`src/rtl/core/tsc_pkg.sv`:
```
// ----------------------------------------------------------------------------
// tsc_pkg
// Shared types and constants for the small 16-bit machine execute block.
// ----------------------------------------------------------------------------
`default_nettype none

package tsc_pkg;

    localparam int WORD_W      = 16;
    localparam int INS_W       = 17;
    localparam int OP_W        = 5;
    localparam int FLD_W       = 4;
    localparam int PC_W        = 8;
    localparam int LEN_W       = 9;
    localparam int CMD_W       = 2;
    localparam int STATUS_W    = 2;

    localparam int REG_COUNT_DEF = 16;
    localparam int DATA_WORDS    = 16;
    localparam int DM_AW         = $clog2(DATA_WORDS);

    localparam logic [LEN_W-1:0] LEN_RESET = 9'd64;

    // host commands
    localparam logic [CMD_W-1:0] CMD_EXEC = 2'd0;
    localparam logic [CMD_W-1:0] CMD_WR   = 2'd1;
    localparam logic [CMD_W-1:0] CMD_RD   = 2'd2;

    // result status
    localparam logic [STATUS_W-1:0] ST_EXEC    = 2'd0;
    localparam logic [STATUS_W-1:0] ST_HALT    = 2'd1;
    localparam logic [STATUS_W-1:0] ST_INVALID = 2'd2;
    localparam logic [STATUS_W-1:0] ST_HOST    = 2'd3;

    // opcodes
    localparam logic [OP_W-1:0] OP_NOP  = 5'h00;
    localparam logic [OP_W-1:0] OP_LD   = 5'h01;
    localparam logic [OP_W-1:0] OP_ST   = 5'h02;
    localparam logic [OP_W-1:0] OP_ADD  = 5'h03;
    localparam logic [OP_W-1:0] OP_SUB  = 5'h04;
    localparam logic [OP_W-1:0] OP_AND  = 5'h05;
    localparam logic [OP_W-1:0] OP_OR   = 5'h06;
    localparam logic [OP_W-1:0] OP_XOR  = 5'h07;
    localparam logic [OP_W-1:0] OP_ADDS = 5'h08;
    localparam logic [OP_W-1:0] OP_SUBS = 5'h09;
    localparam logic [OP_W-1:0] OP_ANDS = 5'h0A;
    localparam logic [OP_W-1:0] OP_SL   = 5'h0B;
    localparam logic [OP_W-1:0] OP_SR   = 5'h0C;
    localparam logic [OP_W-1:0] OP_ADDI = 5'h0D;
    localparam logic [OP_W-1:0] OP_SUBI = 5'h0E;
    localparam logic [OP_W-1:0] OP_BR   = 5'h0F;
    localparam logic [OP_W-1:0] OP_BZ   = 5'h10;
    localparam logic [OP_W-1:0] OP_CBZ  = 5'h11;
    localparam logic [OP_W-1:0] OP_CBNZ = 5'h12;

    // effects of one item on the machine state
    typedef struct packed {
        logic [STATUS_W-1:0] status;
        logic                rf_we;
        logic [FLD_W-1:0]    rf_waddr;
        logic [WORD_W-1:0]   rf_wdata;
        logic                dm_we;
        logic [DM_AW-1:0]    dm_addr;
        logic [WORD_W-1:0]   dm_wdata;
        logic                pc_we;
        logic [LEN_W-1:0]    pc_next;
        logic                flags_we;
        logic                zf;
        logic                nf;
        logic                set_halt;
        logic [WORD_W-1:0]   read_value;
    } t_exec_res;

endpackage

`default_nettype wire

```
`src/rtl/core/tsc_if.sv`:
```
// ----------------------------------------------------------------------------
// tsc_in_if / tsc_out_if
// Valid/ready channels for instruction and host items and for results.
// ----------------------------------------------------------------------------
`default_nettype none

interface tsc_in_if;
    logic                                valid;
    logic                                ready;
    logic [tsc_pkg::CMD_W-1:0]           cmd;
    logic [tsc_pkg::INS_W-1:0]           instruction;
    logic [tsc_pkg::DM_AW-1:0]           mem_address;
    logic signed [tsc_pkg::WORD_W-1:0]   write_value;

    modport source (output valid, cmd, instruction, mem_address, write_value,
                    input ready);
    modport sink   (input valid, cmd, instruction, mem_address, write_value,
                    output ready);
endinterface

interface tsc_out_if;
    logic                                valid;
    logic                                ready;
    logic [tsc_pkg::STATUS_W-1:0]        status;
    logic [tsc_pkg::PC_W-1:0]            next_pc;
    logic signed [tsc_pkg::WORD_W-1:0]   read_value;
    logic                                zero_flag;
    logic                                negative_flag;

    modport source (output valid, status, next_pc, read_value, zero_flag,
                    negative_flag, input ready);
    modport sink   (input valid, status, next_pc, read_value, zero_flag,
                    negative_flag, output ready);
endinterface

`default_nettype wire

```
`src/rtl/core/tiny_sixteen_bit_cpu_execute.sv`:
```
// ----------------------------------------------------------------------------
// tiny_sixteen_bit_cpu_execute
// Execute stage of a small 16-bit load/store machine with host data access.
// ----------------------------------------------------------------------------
// One item (instruction or host access) is taken every cycle unless the result
// register stalls. The input stage registers the item
// together with its register file and data memory reads, the execute stage
// applies all state changes and loads the result register. Reads are
// bypassed from the write made in the same cycle, so dependent instructions
// may follow each other directly. The result register is the only stall
// point; the input side keeps taking items while the output side is free.
// Register indexes at or above REG_COUNT read as zero and are never written.
`default_nettype none

module tiny_sixteen_bit_cpu_execute #(
    parameter int REG_COUNT = tsc_pkg::REG_COUNT_DEF
) (
    input  wire logic                       i_clk,
    input  wire logic                       i_rst_n,
    tsc_in_if.sink                          i_in,
    tsc_out_if.source                       o_out,
    input  wire logic                       i_cfg_we,
    input  wire logic [tsc_pkg::LEN_W-1:0]  i_cfg_wdata
);
    import tsc_pkg::*;

    localparam int             RIDX_W = $clog2(REG_COUNT);
    localparam logic [FLD_W:0] RC     = (FLD_W+1)'(REG_COUNT);

    // machine state
    logic [WORD_W-1:0] r_rf     [REG_COUNT];
    logic              r_rf_vld [REG_COUNT];
    logic [WORD_W-1:0] r_dm     [DATA_WORDS];
    logic              r_dm_vld [DATA_WORDS];
    logic [PC_W-1:0]   r_pc;
    logic              r_zf, r_nf, r_halted;
    logic [LEN_W-1:0]  r_len;

    // input stage
    logic              r_in_vld;
    logic [CMD_W-1:0]  r_cmd;
    logic [INS_W-1:0]  r_ins;
    logic [DM_AW-1:0]  r_mem_addr;
    logic [WORD_W-1:0] r_wv;
    logic [WORD_W-1:0] r_opa, r_opb, r_dmrd;

    // result stage
    logic                r_out_vld;
    logic [STATUS_W-1:0] r_status;
    logic [PC_W-1:0]     r_next_pc;
    logic [WORD_W-1:0]   r_read_value;
    logic                r_out_zf, r_out_nf;

    t_exec_res        res;
    logic             out_take, exec_go, in_acc;
    logic             rf_wr, dm_wr;
    logic [RIDX_W-1:0] rf_widx;
    logic [FLD_W-1:0] ra_fld, rb_fld;
    logic [DM_AW-1:0] dm_raddr;
    logic             ra_ok, rb_ok, w_ok;
    logic [OP_W-1:0]  in_op;
    logic [PC_W-1:0]  n_pc;
    logic             n_zf, n_nf;

    assign out_take   = !r_out_vld || o_out.ready;
    assign exec_go    = r_in_vld && out_take;
    assign i_in.ready = !r_in_vld || exec_go;
    assign in_acc     = i_in.valid && i_in.ready;

    // read addresses of the incoming item
    assign in_op    = i_in.instruction[16:12];
    assign ra_fld   = (in_op inside {OP_CBZ, OP_CBNZ}) ? i_in.instruction[3:0]
                                                       : i_in.instruction[11:8];
    assign rb_fld   = i_in.instruction[7:4];
    assign dm_raddr = (i_in.cmd == CMD_EXEC) ? i_in.instruction[DM_AW-1:0]
                                             : i_in.mem_address;
    assign ra_ok    = ({1'b0, ra_fld} < RC);
    assign rb_ok    = ({1'b0, rb_fld} < RC);

    tsc_exec u_exec (
        .i_cmd      (r_cmd),
        .i_ins      (r_ins),
        .i_mem_addr (r_mem_addr),
        .i_wv       (r_wv),
        .i_opa      (r_opa),
        .i_opb      (r_opb),
        .i_dmrd     (r_dmrd),
        .i_pc       (r_pc),
        .i_zf       (r_zf),
        .i_nf       (r_nf),
        .i_halted   (r_halted),
        .i_len      (r_len),
        .o_res      (res)
    );

    assign w_ok    = ({1'b0, res.rf_waddr} < RC);
    assign rf_widx = res.rf_waddr[RIDX_W-1:0];
    assign rf_wr   = exec_go && res.rf_we && w_ok;
    assign dm_wr   = exec_go && res.dm_we;

    assign n_pc = res.pc_we ? res.pc_next[PC_W-1:0] : r_pc;
    assign n_zf = res.flags_we ? res.zf : r_zf;
    assign n_nf = res.flags_we ? res.nf : r_nf;

    // storage arrays
    always_ff @(posedge i_clk) begin
        if (rf_wr) begin
            r_rf[rf_widx] <= res.rf_wdata;
        end
        if (dm_wr) begin
            r_dm[res.dm_addr] <= res.dm_wdata;
        end
    end

    always_ff @(posedge i_clk) begin
        if (!i_rst_n) begin
            for (int k = 0; k < REG_COUNT; k++) r_rf_vld[k] <= 1'b0;
            for (int k = 0; k < DATA_WORDS; k++) r_dm_vld[k] <= 1'b0;
        end else begin
            if (rf_wr) r_rf_vld[rf_widx] <= 1'b1;
            if (dm_wr) r_dm_vld[res.dm_addr] <= 1'b1;
        end
    end

    // input stage payload and operand reads, bypassing this cycle's write
    always_ff @(posedge i_clk) begin
        if (in_acc) begin
            r_cmd      <= i_in.cmd;
            r_ins      <= i_in.instruction;
            r_mem_addr <= i_in.mem_address;
            r_wv       <= i_in.write_value;

            if (!ra_ok) begin
                r_opa <= '0;
            end else if (rf_wr && (res.rf_waddr == ra_fld)) begin
                r_opa <= res.rf_wdata;
            end else begin
                r_opa <= r_rf_vld[ra_fld[RIDX_W-1:0]] ? r_rf[ra_fld[RIDX_W-1:0]] : '0;
            end

            if (!rb_ok) begin
                r_opb <= '0;
            end else if (rf_wr && (res.rf_waddr == rb_fld)) begin
                r_opb <= res.rf_wdata;
            end else begin
                r_opb <= r_rf_vld[rb_fld[RIDX_W-1:0]] ? r_rf[rb_fld[RIDX_W-1:0]] : '0;
            end

            if (dm_wr && (res.dm_addr == dm_raddr)) begin
                r_dmrd <= res.dm_wdata;
            end else begin
                r_dmrd <= r_dm_vld[dm_raddr] ? r_dm[dm_raddr] : '0;
            end
        end
    end

    // control state
    always_ff @(posedge i_clk) begin
        if (!i_rst_n) begin
            r_in_vld  <= 1'b0;
            r_out_vld <= 1'b0;
            r_pc      <= '0;
            r_zf      <= 1'b0;
            r_nf      <= 1'b0;
            r_halted  <= 1'b0;
            r_len     <= LEN_RESET;
        end else begin
            if (i_in.ready) begin
                r_in_vld <= i_in.valid;
            end
            if (out_take) begin
                r_out_vld <= exec_go;
            end
            if (exec_go) begin
                r_pc     <= n_pc;
                r_zf     <= n_zf;
                r_nf     <= n_nf;
                r_halted <= r_halted | res.set_halt;
            end
            if (i_cfg_we) begin
                r_len <= i_cfg_wdata;
            end
        end
    end

    // result register
    always_ff @(posedge i_clk) begin
        if (exec_go) begin
            r_status     <= res.status;
            r_next_pc    <= n_pc;
            r_read_value <= res.read_value;
            r_out_zf     <= n_zf;
            r_out_nf     <= n_nf;
        end
    end

    assign o_out.valid         = r_out_vld;
    assign o_out.status        = r_status;
    assign o_out.next_pc       = r_next_pc;
    assign o_out.read_value    = r_read_value;
    assign o_out.zero_flag     = r_out_zf;
    assign o_out.negative_flag = r_out_nf;

    // only reset clears the halted mark
    a_halt_sticky: assert property (@(posedge i_clk) disable iff (!i_rst_n)
        r_halted |=> r_halted)
        else $error("halted mark cleared without reset");

    a_halt_status: assert property (@(posedge i_clk) disable iff (!i_rst_n)
        (exec_go && (res.status == ST_HALT)) |=> (r_halted && r_out_vld))
        else $error("halt result without halted machine");

    a_host_pc: assert property (@(posedge i_clk) disable iff (!i_rst_n)
        (exec_go && (r_cmd != CMD_EXEC)) |=> $stable(r_pc))
        else $error("host access moved the program counter");

endmodule

`default_nettype wire

```
`src/rtl/core/tsc_exec.sv`:
```
// ----------------------------------------------------------------------------
// tsc_exec
// Decode and ALU: works out every state change of one item from its operands.
// ----------------------------------------------------------------------------
`default_nettype none

module tsc_exec (
    input  wire logic [tsc_pkg::CMD_W-1:0]  i_cmd,
    input  wire logic [tsc_pkg::INS_W-1:0]  i_ins,
    input  wire logic [tsc_pkg::DM_AW-1:0]  i_mem_addr,
    input  wire logic [tsc_pkg::WORD_W-1:0] i_wv,
    input  wire logic [tsc_pkg::WORD_W-1:0] i_opa,
    input  wire logic [tsc_pkg::WORD_W-1:0] i_opb,
    input  wire logic [tsc_pkg::WORD_W-1:0] i_dmrd,
    input  wire logic [tsc_pkg::PC_W-1:0]   i_pc,
    input  wire logic                       i_zf,
    input  wire logic                       i_nf,
    input  wire logic                       i_halted,
    input  wire logic [tsc_pkg::LEN_W-1:0]  i_len,
    output tsc_pkg::t_exec_res              o_res
);
    import tsc_pkg::*;

    logic [OP_W-1:0]   op;
    logic [FLD_W-1:0]  f0, f1, f2;
    logic [WORD_W-1:0] alu;
    logic              taken;
    logic [PC_W-1:0]   target;

    assign op = i_ins[16:12];
    assign f0 = i_ins[3:0];
    assign f1 = i_ins[7:4];
    assign f2 = i_ins[11:8];

    always_comb begin
        o_res            = '0;
        o_res.status     = ST_EXEC;
        o_res.flags_we   = 1'b0;
        o_res.zf         = i_zf;
        o_res.nf         = i_nf;
        alu              = '0;
        taken            = 1'b0;
        target           = i_ins[7:0];

        case (i_cmd)
            CMD_EXEC: begin
                if (i_halted || ({1'b0, i_pc} >= i_len) || (i_ins == '0)) begin
                    o_res.status   = ST_HALT;
                    o_res.set_halt = 1'b1;
                end else if (op > OP_CBNZ) begin
                    o_res.status = ST_INVALID;
                end else begin
                    case (op)
                        OP_LD: begin
                            o_res.rf_we    = 1'b1;
                            o_res.rf_waddr = f1;
                            o_res.rf_wdata = i_dmrd;
                        end
                        OP_ST: begin
                            o_res.dm_we    = 1'b1;
                            o_res.dm_addr  = f0[DM_AW-1:0];
                            o_res.dm_wdata = i_opb;
                        end
                        OP_ADD, OP_SUB, OP_AND, OP_OR, OP_XOR,
                        OP_ADDS, OP_SUBS, OP_ANDS: begin
                            case (op)
                                OP_ADD, OP_ADDS: alu = i_opa + i_opb;
                                OP_SUB, OP_SUBS: alu = i_opa - i_opb;
                                OP_OR:           alu = i_opa | i_opb;
                                OP_XOR:          alu = i_opa ^ i_opb;
                                default:         alu = i_opa & i_opb;
                            endcase
                            o_res.rf_we    = 1'b1;
                            o_res.rf_waddr = f0;
                            o_res.rf_wdata = alu;
                            if (op inside {OP_ADDS, OP_SUBS, OP_ANDS}) begin
                                o_res.flags_we = 1'b1;
                                o_res.zf       = (alu == '0);
                                o_res.nf       = alu[WORD_W-1];
                            end
                        end
                        OP_SL, OP_SR, OP_ADDI, OP_SUBI: begin
                            case (op)
                                OP_SL:   alu = i_opb << f0;
                                OP_SR:   alu = WORD_W'($signed(i_opb) >>> f0);
                                OP_ADDI: alu = i_opb + {{(WORD_W-FLD_W){1'b0}}, f0};
                                default: alu = i_opb - {{(WORD_W-FLD_W){1'b0}}, f0};
                            endcase
                            o_res.rf_we    = 1'b1;
                            o_res.rf_waddr = f2;
                            o_res.rf_wdata = alu;
                        end
                        OP_BR: taken = 1'b1;
                        OP_BZ: taken = i_zf;
                        OP_CBZ: begin
                            taken  = (i_opa == '0);
                            target = i_ins[11:4];
                        end
                        OP_CBNZ: begin
                            taken  = (i_opa != '0);
                            target = i_ins[11:4];
                        end
                        default: ;  // other opcode-0 words: no operation
                    endcase
                    o_res.pc_we    = 1'b1;
                    o_res.pc_next  = taken ? {1'b0, target} : ({1'b0, i_pc} + 9'd1);
                    o_res.set_halt = (o_res.pc_next >= i_len);
                end
            end
            CMD_WR: begin
                o_res.status   = ST_HOST;
                o_res.dm_we    = 1'b1;
                o_res.dm_addr  = i_mem_addr;
                o_res.dm_wdata = i_wv;
            end
            CMD_RD: begin
                o_res.status     = ST_HOST;
                o_res.read_value = i_dmrd;
            end
            default: o_res.status = ST_INVALID;
        endcase
    end

endmodule

`default_nettype wire

```
`src/flat_wrapper.sv`:
```
// flat-port wrapper written by rule: the top's interface ports become plain ports
module tiny_sixteen_bit_cpu_execute_flat import tsc_pkg::*;
#(
    parameter int REG_COUNT = tsc_pkg::REG_COUNT_DEF
)
  (i_clk, i_rst_n, i_cfg_we, i_cfg_wdata, i_in_valid, i_in_cmd, i_in_instruction, i_in_mem_address, i_in_write_value, i_in_ready, o_out_valid, o_out_status, o_out_next_pc, o_out_read_value, o_out_zero_flag, o_out_negative_flag, o_out_ready);
  tsc_in_if i_in_i ();
  tsc_out_if o_out_i ();
  input  wire logic i_clk;
  input  wire logic i_rst_n;
  input  wire logic i_cfg_we;
  input  wire logic [tsc_pkg::LEN_W-1:0] i_cfg_wdata;
  input wire logic [$bits(i_in_i.valid)-1:0] i_in_valid;
  input wire logic [$bits(i_in_i.cmd)-1:0] i_in_cmd;
  input wire logic [$bits(i_in_i.instruction)-1:0] i_in_instruction;
  input wire logic [$bits(i_in_i.mem_address)-1:0] i_in_mem_address;
  input wire logic [$bits(i_in_i.write_value)-1:0] i_in_write_value;
  output wire logic [$bits(i_in_i.ready)-1:0] i_in_ready;
  output wire logic [$bits(o_out_i.valid)-1:0] o_out_valid;
  output wire logic [$bits(o_out_i.status)-1:0] o_out_status;
  output wire logic [$bits(o_out_i.next_pc)-1:0] o_out_next_pc;
  output wire logic [$bits(o_out_i.read_value)-1:0] o_out_read_value;
  output wire logic [$bits(o_out_i.zero_flag)-1:0] o_out_zero_flag;
  output wire logic [$bits(o_out_i.negative_flag)-1:0] o_out_negative_flag;
  input wire logic [$bits(o_out_i.ready)-1:0] o_out_ready;
  assign i_in_i.valid = i_in_valid;
  assign i_in_i.cmd = i_in_cmd;
  assign i_in_i.instruction = i_in_instruction;
  assign i_in_i.mem_address = i_in_mem_address;
  assign i_in_i.write_value = i_in_write_value;
  assign i_in_ready = i_in_i.ready;
  assign o_out_valid = o_out_i.valid;
  assign o_out_status = o_out_i.status;
  assign o_out_next_pc = o_out_i.next_pc;
  assign o_out_read_value = o_out_i.read_value;
  assign o_out_zero_flag = o_out_i.zero_flag;
  assign o_out_negative_flag = o_out_i.negative_flag;
  assign o_out_i.ready = o_out_ready;
  tiny_sixteen_bit_cpu_execute #(.REG_COUNT(REG_COUNT)) u_core (.i_clk(i_clk), .i_rst_n(i_rst_n), .i_in(i_in_i), .o_out(o_out_i), .i_cfg_we(i_cfg_we), .i_cfg_wdata(i_cfg_wdata));
endmodule
```
`config.mk`:
```
export PLATFORM = sky130hd
export DESIGN_NAME = tiny_sixteen_bit_cpu_execute_flat
export DESIGN_NICKNAME = d
export VERILOG_FILES = /design/src/rtl/core/tsc_pkg.sv /design/src/rtl/core/tsc_if.sv /design/src/rtl/core/tiny_sixteen_bit_cpu_execute.sv /design/src/rtl/core/tsc_exec.sv /design/src/flat_wrapper.sv
export SDC_FILE = /design/constraint.sdc
export NUM_CORES = 1
export LEC_CHECK = 0
export ABC_AREA = 1
export CAP_MARGIN = 20
export CORE_MARGIN = 3
export CORE_UTILIZATION = 30
export CTS_CLUSTER_SIZE = 12
export DETAILED_ROUTE_END_ITERATION = 6
export DONT_BUFFER_PORTS = 1
export MAX_ROUTING_LAYER = met4
export PLACE_DENSITY_LB_ADDON = 0.25
export SYNTH_ARGS = -nofsm -noshare
export SYNTH_HDL_FRONTEND = slang
export SYNTH_SLANG_ARGS = --single-unit
```
`constraint.sdc`:
```
create_clock -name i_clk -period 4.2 [get_ports i_clk]
set_input_delay 0.21 -clock i_clk [delete_from_list [all_inputs] [get_ports i_clk]]
set_output_delay 0.21 -clock i_clk [all_outputs]
set_load 0.01 [all_outputs]
```
==> PnR_summary.wiki <==
{| class="wikitable"
! Metric !! Value
|-
| Status || finished, final reports clean
|-
| HP Class || input port to register
|-
| Distinct cells, synth || 54
|-
| Routed wirelength normalized by instance count || ~22 um
|-
| Count of fill cells added during filler insertion || approximately 12000
|-
| Net count reported at finish || 4315
|-
| Ys async rst share || 0%
|-
| Worst Path Max Fanout || 16
|-
| Data arrival, critical path || between 4000 and 5000 ps
|-
| Clk root buf || sky130_fd_sc_hd__clkbuf_16
|-
| Max Slew Vio Count || 0
|-
| Boundary Pins || 83
|-
| CP top delay family || simple AND/OR/NAND/NOR gates
|-
| DR iter-0 viols || 3142
|-
| Synthesized net count || ~4200
|-
| Total leakage power || 0.0167 uW
|-
| Total number of cells along the worst setup path || 22
|-
| Worst relative slew slack || 23.7%
|-
| Number of register bits inferred by synthesis || about 700
|-
| Antenna violations before repair || 5
|-
| Largest net degree at the start of global routing || between 150 and 200
|-
| Total DRC errors in the routed layout || 0
|-
| Tot Pwr || between 15000 and 20000 uW
|-
| Setup_tns || 0 ps
|-
| Final cell count without fillers || about 5800
|-
| Number of global-route vias before repair || about 28000
|-
| Number of failing setup endpoints in the final timing report || 0
|-
| Bufs on Longest Clock Path || 3
|-
| Switching Power || around 4500 uW
|-
| CP Class || register to register
|-
| Cells after Synth || 4072
|-
| Cell mode on critical path || sky130_fd_sc_hd__nand2_1
|-
| Post-detailed-route count of antenna-violating nets || 0
|-
| Rows || between 100 and 150
|-
| Power density over the cells || ~400 mW/mm2
|-
| Setup clock skew after layout || approximately 38 ps
|-
| Startpoint class of the critical path || register
|-
| Floorplan die area || ~0.12 mm2
|-
| Crit path largest cell delay || around 410 ps
|-
| Starting Density || 30.3%
|-
| Synth-to-layout area growth || 15.9%
|-
| Floorplan core area || roughly 0.12 mm2
|-
| Number of detailed-route iterations in the first pass || 6
|-
| Gr usage total || around a fifth
|-
| Global-route wire length before repair || between 150000 and 200000 um
|-
| Area of the multi-input gates || 0.0140 mm2
|-
| Clk Latency, worst-skew pair || between 600 and 700 ps
|-
| Total count of hold-check failures in the final report || 0
|-
| Time the final worst path needs with I/O delays and setup || between 3000 and 4000 ps
|-
| Placed Instances || 5571
|-
| Final critical-path share of the clock period || just over 90%
|-
| Number of maximum-capacitance violations || 0
|-
| Clock group share of total power || slightly below 40%
|-
| Global placement routability congestion || a little over 1
|-
| Yosys warning total || 0
|-
| Fraction of layout cells with a size suffix above 1 || a little under a tenth
|-
| Max H-tree Level || 3
|-
| Worst-case setup margin in the final layout || 279 ps
|-
| CP cell instances || inv_1 > ha_1 > nand2_1 > nor3_1 > nand2_1 > o21ai_0 > o21ai_1 > xor2_1 > ha_2 > nand2_1 > nor2_1 > and3_1 > nand2_1 > nand2_1 > nand2_1 > nand3_1 > nand3b_1 > nand2_1 > nand3_1 > nand2_1 > inv_1 > buf_4
|-
| Peak VDD IR || roughly 0.29 mV
|-
| Cell internal pwr || around 12000 uW
|-
| Number of CTS-inserted buffers || slightly below 80
|-
| Buf/Inv on CP || 3
|-
| Die W || ~350 um
|-
| GRT overflow || 0
|-
| Post-synthesis cell area || around 0.036 mm2
|-
| Portion of total power attributed to combinational logic || 14.1%
|-
| Sequential share of power || 46.4%
|-
| Post-DP HPWL || 84400 um
|-
| Via total after detailed routing || about 30000
|-
| Via density per instance || ~5.2
|-
| Switching share of power || roughly 28%
|-
| Maximum frequency from static timing analysis || 255 MHz
|-
| TritonCTS clock tree || done
|-
| Transition at the pin with the smallest max-transition slack || 1140 ps
|-
| Total clock sinks || slightly below 700
|-
| Hold path depth || 4
|-
| Clock Pin Slew Worst Setup and Hold Paths || ~60 ps
|-
| Master of the slowest instance on the critical path || sky130_fd_sc_hd__edfxtp_1
|-
| Sequential cell area in the final layout || around 0.020 mm2
|-
| Prevailing post-synth register cell || sky130_fd_sc_hd__edfxtp_1
|-
| Input/output buffers || 0
|-
| Count of flip-flops with a built-in enable after synthesis || ~630
|-
| Sort of element at the end of the critical path || register
|-
| Proportion of synthesized chip area in sequential cells || 55.7%
|-
| Post-Route WL || around 130000 um
|-
| Minimum setup slack after placement || roughly 180 ps
|-
| Number of cell instances on the worst register-to-register path || 22
|-
| Setup repair after global routing missed its margin || false
|-
| Mean Syn Cell Area || between 8 and 9 um2
|-
| Vertical extent of the die || roughly 350 um
|-
| Worst Path Required || 4570 ps
|}
==> synth_stat cells (5+ instances only) <==
cell type                  count  area share, %
sky130_fd_sc_hd__buf_1        12           0.13
sky130_fd_sc_hd__nand2_2       5          0.088
sky130_fd_sc_hd__ha_1         88            3.1
sky130_fd_sc_hd__nand4_1      19           0.33
sky130_fd_sc_hd__nor3_1       12           0.17
sky130_fd_sc_hd__o21bai_1      6           0.13
sky130_fd_sc_hd__edfxtp_1    627             53
sky130_fd_sc_hd__o21ai_1      10           0.14
sky130_fd_sc_hd__a21oi_1     148            2.1
sky130_fd_sc_hd__buf_2        34           0.48
sky130_fd_sc_hd__or2_2        13           0.23
sky130_fd_sc_hd__nand3_1     477            6.7
sky130_fd_sc_hd__clkinv_1      7          0.074
sky130_fd_sc_hd__o211ai_1     30           0.63
sky130_fd_sc_hd__o21ai_0     380            5.3
sky130_fd_sc_hd__o22ai_1      64            1.1
sky130_fd_sc_hd__nor2_1      352            3.7
sky130_fd_sc_hd__a22oi_1       7           0.15
sky130_fd_sc_hd__o221ai_1     19           0.47
sky130_fd_sc_hd__o21a_1        7           0.15
sky130_fd_sc_hd__dfxtp_1      54            3.0
sky130_fd_sc_hd__clkbuf_1    167            1.8
sky130_fd_sc_hd__inv_1       296            3.1
sky130_fd_sc_hd__a31oi_1      10           0.18
sky130_fd_sc_hd__nand2_1    1141             12
sky130_fd_sc_hd__xor2_1       25           0.61
==> cell type report <==
type	instances	area share [%]
diodes	8	0.0483
clock buffers	106	5.22
clock inverters	37	0.592
inverters	306	2.81
multi-input cells	2865	33.7
flip-flops and latches	681	48.0
well taps	1536	4.64
repair buffers	240	4.97
==> routing by layer <==
| layer | share of wire [%] | global-route usage, % | routed length [um] | vias up |
|---|---|---|---|---|
| li1 | - | - | - | 14100 |
| met1 | 46 | 29.5 | 59200 | 14600 |
| met2 | 43 | 30.7 | 55500 | 1250 |
| met3 | 8.4 | 3.83 | 10900 | 209 |
| met4 | 3.1 | 7.10 | 4060 | 0 |
| met5 | 0 | - | 0 | - |
==> tightest hold or removal path: cells and delay by family <==
| family | cells | cell delay [ps] |
|---|---|---|
| simple gates | 4 | 310 |
==> cell usage in the layout, fill, tap and decap left out, drive strengths merged, types with 3 or more instances in the layout <==
cell and n:
nand2 1147, edfxtp 627, nand3 481, o21ai 393, nor2 358, inv 303, buf 188, a21oi 150
clkbuf 106, ha 88, o22ai 64, dfxtp 54, dlygate4sd3 52, clkinv 32, o211ai 30, xor2 25
nand4 19, o221ai 19, nor3 14, or2 13, a31oi 10, diode 8, a22oi 7, o21a 7
clkinvlp 7, o21bai 6, xnor2 4, nand3b 4, mux2i 4, a21o 3, a41oi 3
==> through the flow <==
| step | cell area, um2 | util [%] | hold slack (ps) |
|---|---|---|---|
| detailed placement | 38400 | 32.5 | 309 |
| floorplan | 35700 | - | 309 |
| global placement | 38400 | 32.5 | 309 |
| CTS | 41300 | 35.0 | 0.670 |
| global route | 41400 | 35.1 | 65.3 |
| finish | 41400 | 35.1 | 57.0 |
==> timing repair <==
action,CTS,global route
endpoints found under the hold margin,57,0
setup buffers,0,2
gates resized for setup,0,7
hold buffers,52,0
endpoints found under the setup margin,0,87
==> flip-flops by register name, indices dropped and copies added, names as in the netlist, 4 cells and up <==
register and count:
u_core.r_dm 256, u_core.r_rf 256, u_core.r_ins 17, u_core.o_out.read_value 16, u_core.r_dm_vld 16, u_core.r_dmrd 16
u_core.r_opa 16, u_core.r_opb 16, u_core.r_rf_vld 16, u_core.r_wv 16, u_core.r_len 9, u_core.o_out.next_pc 8
u_core.r_pc 8, u_core.r_mem_addr 4
==> cells by family after synthesis <==
logic type / share of synthesized area, %
flip-flops: 55.7
buffers and inverters: 5.75
AO/OA/AOI/OAI: 10.9
AND/OR/NAND/NOR: 23.7
XOR/XNOR: 0.711
adder cells (fa/ha/maj): 3.19
multiplexers: 0.112
==> worst paths after layout <==
kind	from	end	slack, ps
worst min register to register	u_core.r_dm_vld[15]	u_core.r_dm_vld[15]	470
worst max register to register	u_core.r_opb[0]	u_core.r_rf[2][13]	280
worst min-delay path	i_in_instruction[7]	u_core.r_opb[15]	60
worst max-delay path	u_core.r_opb[0]	u_core.r_rf[2][13]	280
==> power groups by stage <==
| stage | clock, uW | sequential, uW | combinational (uW) |
|---|---|---|---|
| 6_report | 6480 | 7620 | 2320 |
| 5_1_grt | 6920 | 7620 | 2560 |
| 4_1_cts | 6640 | 7610 | 2300 |
| 3_5_place_dp | 0 | 7750 | 2230 |
| 3_3_place_gp | 0 | 7750 | 2240 |
| 2_1_floorplan | 0 | 7690 | 1480 |
Power figures use the tool's default switching activity.
